$ cat src/rtl/hrhp_pkg.sv
// Shared types, character codes and length constants for the request head parser.
package hrhp_pkg;

  localparam int unsigned LENGTH_BITS = 32;
  localparam int unsigned PROD_W      = LENGTH_BITS + 4;
  localparam int unsigned BODY_LEN_W  = 32;

  localparam logic [PROD_W-1:0]      NUM_CAP_W = PROD_W'(1) << (LENGTH_BITS - 1);
  localparam logic [LENGTH_BITS-1:0] NUM_CAP   = LENGTH_BITS'(1) << (LENGTH_BITS - 1);
  localparam logic [LENGTH_BITS-1:0] NUM_MAX   = NUM_CAP - LENGTH_BITS'(1);
  localparam logic [BODY_LEN_W-1:0]  LEN_MAX   = BODY_LEN_W'(NUM_MAX);

  localparam int unsigned FIFO_DEPTH = 4;
  localparam int unsigned FIFO_PTR_W = 2;
  localparam int unsigned FIFO_CNT_W = 3;

  localparam logic [2:0] KIND_METHOD   = 3'd0;
  localparam logic [2:0] KIND_PATH     = 3'd1;
  localparam logic [2:0] KIND_QUERY    = 3'd2;
  localparam logic [2:0] KIND_HEAD_END = 3'd3;
  localparam logic [2:0] KIND_BODY     = 3'd4;

  localparam logic [7:0] CHAR_SP    = 8'h20;
  localparam logic [7:0] CHAR_CR    = 8'h0d;
  localparam logic [7:0] CHAR_LF    = 8'h0a;
  localparam logic [7:0] CHAR_QMARK = 8'h3f;
  localparam logic [7:0] CHAR_PLUS  = 8'h2b;
  localparam logic [7:0] CHAR_MINUS = 8'h2d;

  localparam logic [3:0] KEY_LEN = 4'd15;

  typedef struct packed {
    logic [7:0] data_byte;
    logic       stream_end;
  } req_in_t;

  typedef struct packed {
    logic [2:0]                   item_kind;
    logic [7:0]                   out_byte;
    logic                         head_ok;
    logic signed [BODY_LEN_W-1:0] body_length;
    logic                         run_last;
  } req_out_t;

  typedef struct packed {
    logic [1:0] num;
    req_out_t   first;
    req_out_t   second;
  } push_t;

  // lower-case "content-length:"
  function automatic logic [7:0] key_char(input logic [3:0] idx);
    logic [7:0] c;
    case (idx)
      4'd0:    c = 8'h63;
      4'd1:    c = 8'h6f;
      4'd2:    c = 8'h6e;
      4'd3:    c = 8'h74;
      4'd4:    c = 8'h65;
      4'd5:    c = 8'h6e;
      4'd6:    c = 8'h74;
      4'd7:    c = 8'h2d;
      4'd8:    c = 8'h6c;
      4'd9:    c = 8'h65;
      4'd10:   c = 8'h6e;
      4'd11:   c = 8'h67;
      4'd12:   c = 8'h74;
      4'd13:   c = 8'h68;
      4'd14:   c = 8'h3a;
      default: c = 8'h00;
    endcase
    return c;
  endfunction

endpackage

$ cat src/rtl/hrhp_parse.sv
// Input register, parser state and per-word result generation.
module hrhp_parse (
  input  logic              clk_i,
  input  logic              rst_ni,
  input  logic              in_valid_i,
  output logic              in_ready_o,
  input  hrhp_pkg::req_in_t in_data_i,
  input  logic              room_i,
  output hrhp_pkg::push_t   push_o
);

  localparam int unsigned ACC_W = hrhp_pkg::LENGTH_BITS;
  localparam int unsigned REM_W = hrhp_pkg::LENGTH_BITS - 1;
  localparam int unsigned LEN_W = hrhp_pkg::BODY_LEN_W;

  localparam logic [1:0] NUM_IDLE   = 2'd0;
  localparam logic [1:0] NUM_DIGITS = 2'd1;
  localparam logic [1:0] NUM_DONE   = 2'd2;

  typedef enum logic [6:0] {
    PH_METHOD  = 7'b0000001,
    PH_PATH    = 7'b0000010,
    PH_DROP    = 7'b0000100,
    PH_SKIP    = 7'b0001000,
    PH_HEADER  = 7'b0010000,
    PH_BODY    = 7'b0100000,
    PH_DISCARD = 7'b1000000
  } phase_e;

  hrhp_pkg::req_in_t in_q;
  logic              in_valid_q;
  logic              fire;

  phase_e            phase_q, phase_d;
  logic              ms_q, ms_d;
  logic              query_q, query_d;
  logic              lt_q, lt_d;
  logic [3:0]        pos_q, pos_d;
  logic              brk_q, brk_d;
  logic [1:0]        np_q, np_d;
  logic              neg_q, neg_d;
  logic [ACC_W-1:0]  acc_q, acc_d;
  logic [LEN_W-1:0]  len_q, len_d;
  logic [REM_W-1:0]  rem_q, rem_d;

  logic              f_lt, f_brk, f_neg;
  logic [3:0]        f_pos;
  logic [1:0]        f_np;
  logic [ACC_W-1:0]  f_acc;

  logic [7:0]                    b;
  logic [7:0]                    lc;
  logic                          ws;
  logic                          digit;
  logic [hrhp_pkg::PROD_W-1:0]   prod;
  logic [ACC_W-1:0]              acc_sat;

  logic                 step_emit, end_emit;
  hrhp_pkg::req_out_t   step_res, end_res;

  function automatic hrhp_pkg::req_out_t mk_res(input logic [2:0] kind, input logic [7:0] data,
                                                input logic ok, input logic [LEN_W-1:0] len);
    hrhp_pkg::req_out_t r;
    r.item_kind   = kind;
    r.out_byte    = data;
    r.head_ok     = ok;
    r.body_length = $signed(len);
    r.run_last    = 1'b0;
    return r;
  endfunction

  function automatic logic [LEN_W-1:0] num_value(input logic neg, input logic [ACC_W-1:0] acc);
    logic [LEN_W-1:0] v;
    if (neg) begin
      v = LEN_W'(0) - LEN_W'(acc);
    end else if (acc > hrhp_pkg::NUM_MAX) begin
      v = hrhp_pkg::LEN_MAX;
    end else begin
      v = LEN_W'(acc);
    end
    return v;
  endfunction

  assign fire       = in_valid_q && room_i;
  assign in_ready_o = !in_valid_q || fire;

  always_ff @(posedge clk_i or negedge rst_ni) begin
    if (!rst_ni) begin
      in_valid_q <= 1'b0;
    end else if (in_ready_o) begin
      in_valid_q <= in_valid_i;
    end
  end

  always_ff @(posedge clk_i) begin
    if (in_valid_i && in_ready_o) begin
      in_q <= in_data_i;
    end
  end

  assign b     = in_q.data_byte;
  assign lc    = (b inside {[8'h41:8'h5a]}) ? b + 8'h20 : b;
  assign ws    = (b == hrhp_pkg::CHAR_SP) || (b inside {[8'h09:8'h0d]});
  assign digit = b inside {[8'h30:8'h39]};
  assign prod  = hrhp_pkg::PROD_W'({acc_q, 3'b000}) + hrhp_pkg::PROD_W'({acc_q, 1'b0})
               + hrhp_pkg::PROD_W'(b[3:0]);
  assign acc_sat = (prod > hrhp_pkg::NUM_CAP_W) ? hrhp_pkg::NUM_CAP : prod[ACC_W-1:0];

  // header character: trim, key match, then the number
  always_comb begin
    f_lt  = lt_q;
    f_pos = pos_q;
    f_brk = brk_q;
    f_np  = np_q;
    f_neg = neg_q;
    f_acc = acc_q;
    if (lt_q || !ws) begin
      f_lt = 1'b1;
      if (!brk_q) begin
        if (pos_q != hrhp_pkg::KEY_LEN) begin
          if (lc == hrhp_pkg::key_char(pos_q)) begin
            f_pos = pos_q + 4'd1;
          end else begin
            f_brk = 1'b1;
          end
        end else if (np_q == NUM_IDLE && ws) begin
          f_np = NUM_IDLE;
        end else if (np_q == NUM_IDLE &&
                     (b == hrhp_pkg::CHAR_MINUS || b == hrhp_pkg::CHAR_PLUS)) begin
          f_np  = NUM_DIGITS;
          f_neg = (b == hrhp_pkg::CHAR_MINUS);
        end else if (np_q != NUM_DONE && digit) begin
          f_np  = NUM_DIGITS;
          f_acc = acc_sat;
        end else begin
          f_np = NUM_DONE;
        end
      end
    end
  end

  always_comb begin
    phase_d   = phase_q;
    ms_d      = ms_q;
    query_d   = query_q;
    lt_d      = lt_q;
    pos_d     = pos_q;
    brk_d     = brk_q;
    np_d      = np_q;
    neg_d     = neg_q;
    acc_d     = acc_q;
    len_d     = len_q;
    rem_d     = rem_q;
    step_emit = 1'b0;
    end_emit  = 1'b0;
    step_res  = '0;
    end_res   = '0;

    case (phase_q)
      PH_PATH: begin
        if (b == hrhp_pkg::CHAR_SP) begin
          phase_d = PH_DROP;
          len_d   = '0;
        end else if (b == hrhp_pkg::CHAR_CR) begin
          step_emit = 1'b1;
          step_res  = mk_res(hrhp_pkg::KIND_HEAD_END, 8'h00, 1'b0, '0);
          phase_d   = PH_DISCARD;
        end else if (b == hrhp_pkg::CHAR_QMARK && !query_q) begin
          query_d = 1'b1;
        end else begin
          step_emit = 1'b1;
          step_res  = mk_res(query_q ? hrhp_pkg::KIND_QUERY : hrhp_pkg::KIND_PATH,
                             b, 1'b0, '0);
        end
      end
      PH_DROP: begin
        if (b == hrhp_pkg::CHAR_CR) begin
          phase_d = PH_SKIP;
        end
      end
      PH_SKIP: begin
        phase_d = PH_HEADER;
        lt_d    = 1'b0;
        pos_d   = '0;
        brk_d   = 1'b0;
        np_d    = NUM_IDLE;
        neg_d   = 1'b0;
        acc_d   = '0;
      end
      PH_HEADER: begin
        if (b == hrhp_pkg::CHAR_LF) begin
          if (!lt_q) begin
            step_emit = 1'b1;
            step_res  = mk_res(hrhp_pkg::KIND_HEAD_END, 8'h00, 1'b1, len_q);
            if (len_q != '0 && !len_q[LEN_W-1]) begin
              rem_d   = len_q[REM_W-1:0];
              phase_d = PH_BODY;
            end else begin
              phase_d = PH_METHOD;
              ms_d    = 1'b0;
              query_d = 1'b0;
            end
          end else if (pos_q == hrhp_pkg::KEY_LEN && !brk_q) begin
            len_d = num_value(neg_q, acc_q);
          end
          lt_d  = 1'b0;
          pos_d = '0;
          brk_d = 1'b0;
          np_d  = NUM_IDLE;
          neg_d = 1'b0;
          acc_d = '0;
        end else begin
          lt_d  = f_lt;
          pos_d = f_pos;
          brk_d = f_brk;
          np_d  = f_np;
          neg_d = f_neg;
          acc_d = f_acc;
        end
      end
      PH_BODY: begin
        if (rem_q == '0) begin
          phase_d = PH_METHOD;
          ms_d    = 1'b0;
          query_d = 1'b0;
        end else begin
          step_emit = 1'b1;
          step_res  = mk_res(hrhp_pkg::KIND_BODY, b, 1'b0, '0);
          rem_d     = rem_q - REM_W'(1);
          if (rem_q == REM_W'(1)) begin
            phase_d = PH_METHOD;
            ms_d    = 1'b0;
            query_d = 1'b0;
          end
        end
        lt_d  = (rem_q == '0 || rem_q == REM_W'(1)) ? 1'b0 : lt_q;
        pos_d = (rem_q == '0 || rem_q == REM_W'(1)) ? 4'd0 : pos_q;
        brk_d = (rem_q == '0 || rem_q == REM_W'(1)) ? 1'b0 : brk_q;
        np_d  = (rem_q == '0 || rem_q == REM_W'(1)) ? NUM_IDLE : np_q;
        neg_d = (rem_q == '0 || rem_q == REM_W'(1)) ? 1'b0 : neg_q;
        acc_d = (rem_q == '0 || rem_q == REM_W'(1)) ? '0 : acc_q;
      end
      PH_DISCARD: begin
        phase_d = PH_DISCARD;
      end
      default: begin
        phase_d = PH_METHOD;
        if (b == hrhp_pkg::CHAR_SP) begin
          if (!ms_q) begin
            step_emit = 1'b1;
            step_res  = mk_res(hrhp_pkg::KIND_HEAD_END, 8'h00, 1'b0, '0);
            phase_d   = PH_DISCARD;
          end else begin
            phase_d = PH_PATH;
          end
        end else if (b == hrhp_pkg::CHAR_CR) begin
          step_emit = 1'b1;
          step_res  = mk_res(hrhp_pkg::KIND_HEAD_END, 8'h00, 1'b0, '0);
          phase_d   = PH_DISCARD;
        end else begin
          step_emit = 1'b1;
          step_res  = mk_res(hrhp_pkg::KIND_METHOD, b, 1'b0, '0);
          ms_d      = 1'b1;
        end
      end
    endcase

    if (in_q.stream_end) begin
      if ((phase_d == PH_METHOD && ms_d) || phase_d == PH_PATH) begin
        end_emit = 1'b1;
        end_res  = mk_res(hrhp_pkg::KIND_HEAD_END, 8'h00, 1'b0, '0);
      end else if (phase_d == PH_DROP || phase_d == PH_SKIP) begin
        end_emit = 1'b1;
        end_res  = mk_res(hrhp_pkg::KIND_HEAD_END, 8'h00, 1'b1, len_d);
      end else if (phase_d == PH_HEADER) begin
        if (lt_d && pos_d == hrhp_pkg::KEY_LEN && !brk_d) begin
          len_d = num_value(neg_d, acc_d);
        end
        end_emit = 1'b1;
        end_res  = mk_res(hrhp_pkg::KIND_HEAD_END, 8'h00, 1'b1, len_d);
      end
      phase_d = PH_METHOD;
      ms_d    = 1'b0;
      query_d = 1'b0;
      lt_d    = 1'b0;
      pos_d   = '0;
      brk_d   = 1'b0;
      np_d    = NUM_IDLE;
      neg_d   = 1'b0;
      acc_d   = '0;
      rem_d   = '0;
    end
  end

  always_comb begin
    push_o.num             = fire ? (2'(step_emit) + 2'(end_emit)) : 2'd0;
    push_o.first           = step_emit ? step_res : end_res;
    push_o.first.run_last  = !(step_emit && end_emit);
    push_o.second          = end_res;
    push_o.second.run_last = 1'b1;
  end

  always_ff @(posedge clk_i or negedge rst_ni) begin
    if (!rst_ni) begin
      phase_q <= PH_METHOD;
      ms_q    <= 1'b0;
      query_q <= 1'b0;
      lt_q    <= 1'b0;
      pos_q   <= '0;
      brk_q   <= 1'b0;
      np_q    <= NUM_IDLE;
      neg_q   <= 1'b0;
      acc_q   <= '0;
      len_q   <= '0;
      rem_q   <= '0;
    end else if (fire) begin
      phase_q <= phase_d;
      ms_q    <= ms_d;
      query_q <= query_d;
      lt_q    <= lt_d;
      pos_q   <= pos_d;
      brk_q   <= brk_d;
      np_q    <= np_d;
      neg_q   <= neg_d;
      acc_q   <= acc_d;
      len_q   <= len_d;
      rem_q   <= rem_d;
    end
  end

endmodule

$ cat src/rtl/hrhp_out_fifo.sv
// Four-entry result queue: takes up to two results a cycle, gives one.
module hrhp_out_fifo (
  input  logic               clk_i,
  input  logic               rst_ni,
  input  hrhp_pkg::push_t    push_i,
  output logic               room_o,
  output logic               out_valid_o,
  input  logic               out_ready_i,
  output hrhp_pkg::req_out_t out_data_o
);

  hrhp_pkg::req_out_t                  mem_q [hrhp_pkg::FIFO_DEPTH];
  logic [hrhp_pkg::FIFO_PTR_W-1:0]     wr_q, rd_q;
  logic [hrhp_pkg::FIFO_CNT_W-1:0]     cnt_q;
  logic                                pop;

  assign room_o      = cnt_q <= hrhp_pkg::FIFO_CNT_W'(hrhp_pkg::FIFO_DEPTH - 2);
  assign out_valid_o = cnt_q != '0;
  assign out_data_o  = mem_q[rd_q];
  assign pop         = out_valid_o && out_ready_i;

  always_ff @(posedge clk_i) begin
    if (push_i.num != 2'd0) begin
      mem_q[wr_q] <= push_i.first;
    end
    if (push_i.num == 2'd2) begin
      mem_q[wr_q + hrhp_pkg::FIFO_PTR_W'(1)] <= push_i.second;
    end
  end

  always_ff @(posedge clk_i or negedge rst_ni) begin
    if (!rst_ni) begin
      wr_q  <= '0;
      rd_q  <= '0;
      cnt_q <= '0;
    end else begin
      wr_q  <= wr_q + hrhp_pkg::FIFO_PTR_W'(push_i.num);
      rd_q  <= rd_q + hrhp_pkg::FIFO_PTR_W'(pop);
      cnt_q <= cnt_q + hrhp_pkg::FIFO_CNT_W'(push_i.num) - hrhp_pkg::FIFO_CNT_W'(pop);
    end
  end

endmodule

$ cat src/rtl/http_request_head_parser.sv
// Top level of the request head parser: input register, parser, result queue.
// The first result of a word is offered once the word has passed the input register and been written into the queue.
// Throughput: one word per cycle while each word gives at most one result and the queue has
// room; a word that gives two results (stream end) puts both in the queue, which offers them in turn.
// Reset: asynchronous, active low; parser returns to awaiting method, queue empties.
module http_request_head_parser (
  input  logic               clk_i,
  input  logic               rst_ni,
  input  logic               in_valid_i,
  output logic               in_ready_o,
  input  hrhp_pkg::req_in_t  in_data_i,
  output logic               out_valid_o,
  input  logic               out_ready_i,
  output hrhp_pkg::req_out_t out_data_o
);

  hrhp_pkg::push_t push;
  logic            room;

  hrhp_parse u_parse (
    .clk_i      (clk_i),
    .rst_ni     (rst_ni),
    .in_valid_i (in_valid_i),
    .in_ready_o (in_ready_o),
    .in_data_i  (in_data_i),
    .room_i     (room),
    .push_o     (push)
  );

  hrhp_out_fifo u_out_fifo (
    .clk_i       (clk_i),
    .rst_ni      (rst_ni),
    .push_i      (push),
    .room_o      (room),
    .out_valid_o (out_valid_o),
    .out_ready_i (out_ready_i),
    .out_data_o  (out_data_o)
  );

endmodule

$ cat config.mk
export PLATFORM = sky130hd
export DESIGN_NAME = http_request_head_parser
export DESIGN_NICKNAME = d
export VERILOG_FILES = /design/src/rtl/hrhp_pkg.sv /design/src/rtl/hrhp_parse.sv /design/src/rtl/hrhp_out_fifo.sv /design/src/rtl/http_request_head_parser.sv
export SDC_FILE = /design/constraint.sdc
export NUM_CORES = 1
export LEC_CHECK = 0
export ABC_AREA = 0
export BUFFER_PORTS_ARGS = -buffer_cell sky130_fd_sc_hd__buf_2
export CORE_MARGIN = 2
export CORE_UTILIZATION = 40
export CTS_CLUSTER_SIZE = 40
export DETAILED_ROUTE_END_ITERATION = 12
export SLEW_MARGIN = 20
export SYNTH_ARGS = -nofsm -noshare
export SYNTH_HDL_FRONTEND = slang
export SYNTH_SLANG_ARGS = --single-unit
$ cat constraint.sdc
create_clock -name clk_i -period 6.3 [get_ports clk_i]
set_input_delay 1.26 -clock clk_i [delete_from_list [all_inputs] [get_ports clk_i]]
set_output_delay 1.26 -clock clk_i [all_outputs]
set_load 0.02 [all_outputs]
==> impl_metrics.prom <==
# TYPE chip_impl_metric gauge
chip_impl_metric{name="crit_path_max_fanout",unit=""} 7
chip_impl_metric{name="multiInputGateArea",unit="mm^2"} 0.0125
chip_impl_info{name="yosys-top-cells-area",value="edfxtp_1, dfrtp_1, nand2_1, a21oi_1, o21ai_0"} 1
chip_impl_info{name="kind_of_path_behind_the_tightest_hold_check",value="reg -> reg"} 1
chip_impl_metric{name="drive_above_1_share",unit="%"} 14.5
chip_impl_metric{name="placedCellCount",unit=""} 3217
chip_impl_metric{name="clkLatencyLatePin",unit="ns"} 0.55
chip_impl_metric{name="io_buffers",unit=""} 59
chip_impl_metric{name="tightest_slew",unit="ns"} 1.09
chip_impl_metric{name="io_pins",unit=""} 60
chip_impl_metric{name="final_core_util",unit="%"} 45.2
chip_impl_metric{name="finalInstanceArea",unit="mm^2"} 0.0243
chip_impl_metric{name="cap_violations",unit=""} 0
chip_impl_info{name="cts_root_buffer",value="clkbuf_16"} 1
chip_impl_metric{name="totalNegativeSetupSlack",unit="ns"} 0
chip_impl_metric{name="setup_viol",unit=""} 0
chip_impl_metric{name="core-area",unit="mm^2"} 0.0537
chip_impl_metric{name="yosys.area.top_type_share",unit="%"} 20.6
chip_impl_metric{name="vias_per_cell",unit=""} 6.44
chip_impl_metric{name="synth-async-reset-ratio",unit="%"} 39.0
chip_impl_metric{name="overflow",unit=""} 0
chip_impl_metric{name="dr_total_vias",unit=""} 21100
chip_impl_metric{name="grt_antenna_before_repair",unit=""} 1
chip_impl_metric{name="wire_per_inst",unit="um"} 24.9
chip_impl_metric{name="area_growth_syn_to_layout",unit="%"} 12.0
chip_impl_metric{name="placed_area",unit="mm^2"} 0.0231
chip_impl_metric{name="worst-endpoint-arrival",unit="ns"} 6.27
chip_impl_metric{name="detailedPlacementHpwl",unit="um"} 57900
chip_impl_info{name="yosysTopAreaCell",value="edfxtp_1"} 1
chip_impl_metric{name="synth_net_count",unit=""} 2632
chip_impl_metric{name="slew_headroom",unit="%"} 26.8
chip_impl_metric{name="cts-buffers-inserted",unit=""} 34
chip_impl_metric{name="clkTransAtPathRegs",unit="ns"} 0.06
chip_impl_metric{name="floorplan.initialDensity",unit="%"} 40.4
chip_impl_metric{name="instance_count_of_the_mapped_netlist",unit=""} 2534
chip_impl_info{name="cts_tree",value="done"} 1
chip_impl_metric{name="place.gp.congestion",unit=""} 0.987
chip_impl_info{name="synth-main-ff-cell",value="edfxtp_1"} 1
chip_impl_metric{name="synth_edf_count",unit=""} 149
chip_impl_metric{name="post-route-worst-setup-slack",unit="ns"} 0.338
chip_impl_metric{name="nets",unit=""} 2656
chip_impl_metric{name="final.setup_skew",unit="ns"} 0.0246
chip_impl_metric{name="power-per-cell-area",unit="mW/mm^2"} 315
chip_impl_metric{name="diodes",unit=""} 0
chip_impl_metric{name="syn_std_cell_area",unit="mm^2"} 0.0217
chip_impl_metric{name="sequential_area_share_after_synthesis",unit="%"} 38.3
chip_impl_info{name="synth_commonest_cells",value="nand2_1, a21oi_1, o21ai_0"} 1
chip_impl_metric{name="drt-initial-drc-count",unit=""} 2498
chip_impl_metric{name="seqCellArea",unit="mm^2"} 0.00831
chip_impl_info{name="result_of_the_run",value="completed"} 1
chip_impl_metric{name="ys_seq_elements",unit=""} 310
chip_impl_metric{name="timing.final.crit_share",unit="%"} 94.6
chip_impl_info{name="critical_path.endpoint_type",value="flop"} 1
chip_impl_metric{name="first_pass_iters",unit=""} 5
chip_impl_metric{name="core.rowCount",unit=""} 85
chip_impl_metric{name="first_global_vias",unit=""} 19900
chip_impl_metric{name="post_detailed_routing_wire_length",unit="um"} 81600
chip_impl_metric{name="clock-sinks",unit=""} 310
chip_impl_metric{name="grt_max_degree",unit=""} 74
chip_impl_info{name="reg2reg_from",value="u_parse.b[3]"} 1
chip_impl_metric{name="drtAntennaViolNets",unit=""} 0
chip_impl_metric{name="dieArea",unit="mm^2"} 0.0561
chip_impl_metric{name="hold_buffers",unit=""} 0
chip_impl_metric{name="place_ws",unit="ns"} -0.112
chip_impl_metric{name="final-hold-violation-count",unit=""} 0
chip_impl_metric{name="synthesis.yosys.warnings",unit=""} 0
chip_impl_metric{name="layout.cells.non_filler",unit=""} 3280
chip_impl_metric{name="syn_area_per_cell",unit="um^2"} 8.56
chip_impl_metric{name="chipHeight",unit="um"} 237
chip_impl_metric{name="first_pass_grt_wire_length",unit="um"} 123000
chip_impl_metric{name="period_needed",unit="ns"} 5.96
chip_impl_metric{name="leakage",unit="nW"} 9.33
chip_impl_metric{name="count_of_unique_library_cells_instantiated_by_yosys",unit=""} 99
chip_impl_metric{name="global_route.usage.total",unit="%"} 28.3
chip_impl_metric{name="clock_path_buffers",unit=""} 3
chip_impl_metric{name="drv_slew",unit=""} 0
chip_impl_metric{name="htree_num_levels",unit=""} 2
chip_impl_metric{name="fmaxAchievable",unit="GHz"} 0.168
chip_impl_metric{name="die_w",unit="um"} 237
chip_impl_metric{name="cp_data_required_time",unit="ns"} 6.60
chip_impl_info{name="criticalPathCategory",value="reg -> reg"} 1
chip_impl_info{name="crit_path_start",value="u_parse.b[3]"} 1
chip_impl_metric{name="drcViolationCount",unit=""} 0
chip_impl_info{name="synth.most_common_cell",value="nand2_1"} 1
chip_impl_metric{name="nFillCells",unit=""} 5161
chip_impl_info{name="min-delay-start",value="u_out_fifo.mem_q[2][41]"} 1
chip_impl_metric{name="peakVddDrop",unit="mV"} 0.261
chip_impl_info{name="unrepaired_setup_endpoints_after_global_routing",value="yes"} 1
chip_impl_info{name="setup.worst_path.start_class",value="flop"} 1
-- through the flow --
stage | hold WS [ns] | power, mW
final | 0.450 | 7.66
after global routing | 0.478 | 7.97
after CTS | 0.456 | 7.67
after detailed placement | 0.439 | 5.65
after global placement | 0.429 | 5.59
after floorplan | 0.420 | 4.64
-- cell families after synthesis --
| kind of cell | synth area share (%) |
|---|---|
| buffers and inverters | 4.43 |
| adder cells (fa/ha/maj) | 5.00 |
| AND/OR/NAND/NOR | 20.2 |
| XOR/XNOR | 1.77 |
| flip-flops | 38.3 |
| AO/OA/AOI/OAI | 24.6 |
| multiplexers | 5.78 |
-- routing by layer --
metal	up-vias	GRT usage (%)	part of all wire [%]
li1	9520	-	-
met4	0	10.8	3.9
met1	10300	38.5	42
met2	1169	45.6	46
met5	-	0	0
met3	176	4.03	8.8
-- worst paths after layout --
path,end,slack (ns),cells after the start
setup / recovery,u_out_fifo.mem_q[1][25],0.34,23
hold / removal,u_out_fifo.mem_q[2][41],0.45,2
setup reg to reg,u_out_fifo.mem_q[1][25],0.34,23
hold reg to reg,u_out_fifo.mem_q[2][41],0.45,2
max in group asynchronous,u_parse.rem_q[23],4.34,2
min in group asynchronous,u_parse.len_q[9],0.71,1
-- registers in the layout, indices dropped and copies added, names as in the netlist, 2 cells and up --
name / flops
u_out_fifo.cnt_q: 3
u_out_fifo.mem_q: 180
u_out_fifo.rd_q: 2
u_out_fifo.wr_q: 2
u_parse.acc_q: 32
u_parse.b: 8
u_parse.len_q: 32
u_parse.np_q: 2
u_parse.phase_q: 7
u_parse.pos_q: 4
u_parse.rem_q: 31
-- cells in the final DEF, fill, tap and decap left out, drive strengths merged, types with 65 or more instances in the layout --
cell and instances:
a21oi 263, buf 189, dfrtp 120, edfxtp 149, ha 82, nand2 362
nand3 65, nor2 209, nor3 78, o21ai 252
-- report_power, final --
group	internal, mW	leakage [nW]	switching (mW)
clock	1.17	0.547	0.872
sequential	2.61	3.25	0.384
combinational	0.904	5.54	1.73
total	4.68	9.33	2.99
-- final cells by class --
class | count | area share (%)
multi-input cells | 1978 | 51.6
clock buffers | 48 | 3.97
inverters | 45 | 0.695
repair buffers | 189 | 5.36
clock inverters | 14 | 0.623
flip-flops and latches | 310 | 34.2
well taps | 696 | 3.58
-- timing repair --
item,4_1_cts,5_1_grt
setup buffers,0,1
resized for setup,2,20
endpoints found under the setup margin,4,82
pin swaps,0,1
-- worst max-delay path, cell delays in order, from the launching register on --
cell	delay (ns)
edfxtp_1	0.42
fa_1	0.58
inv_1	0.07
fa_1	0.45
nand2b_1	0.22
a21oi_2	0.26
nor2_1	0.11
o221ai_1	0.42
nand4_1	0.27
nor4_1	0.33
nand4bb_1	0.19
o21ai_2	0.23
a32oi_1	0.14
a21oi_1	0.22
inv_1	0.09
ha_1	0.22
o211ai_1	0.22
nor3_2	0.10
nand4_1	0.19
nor2_4	0.08
nor4_1	0.31
a211oi_2	0.09
a32o_1	0.30
a22o_1	0.20
No activity file was read; power rests on OpenSTA's default activity.
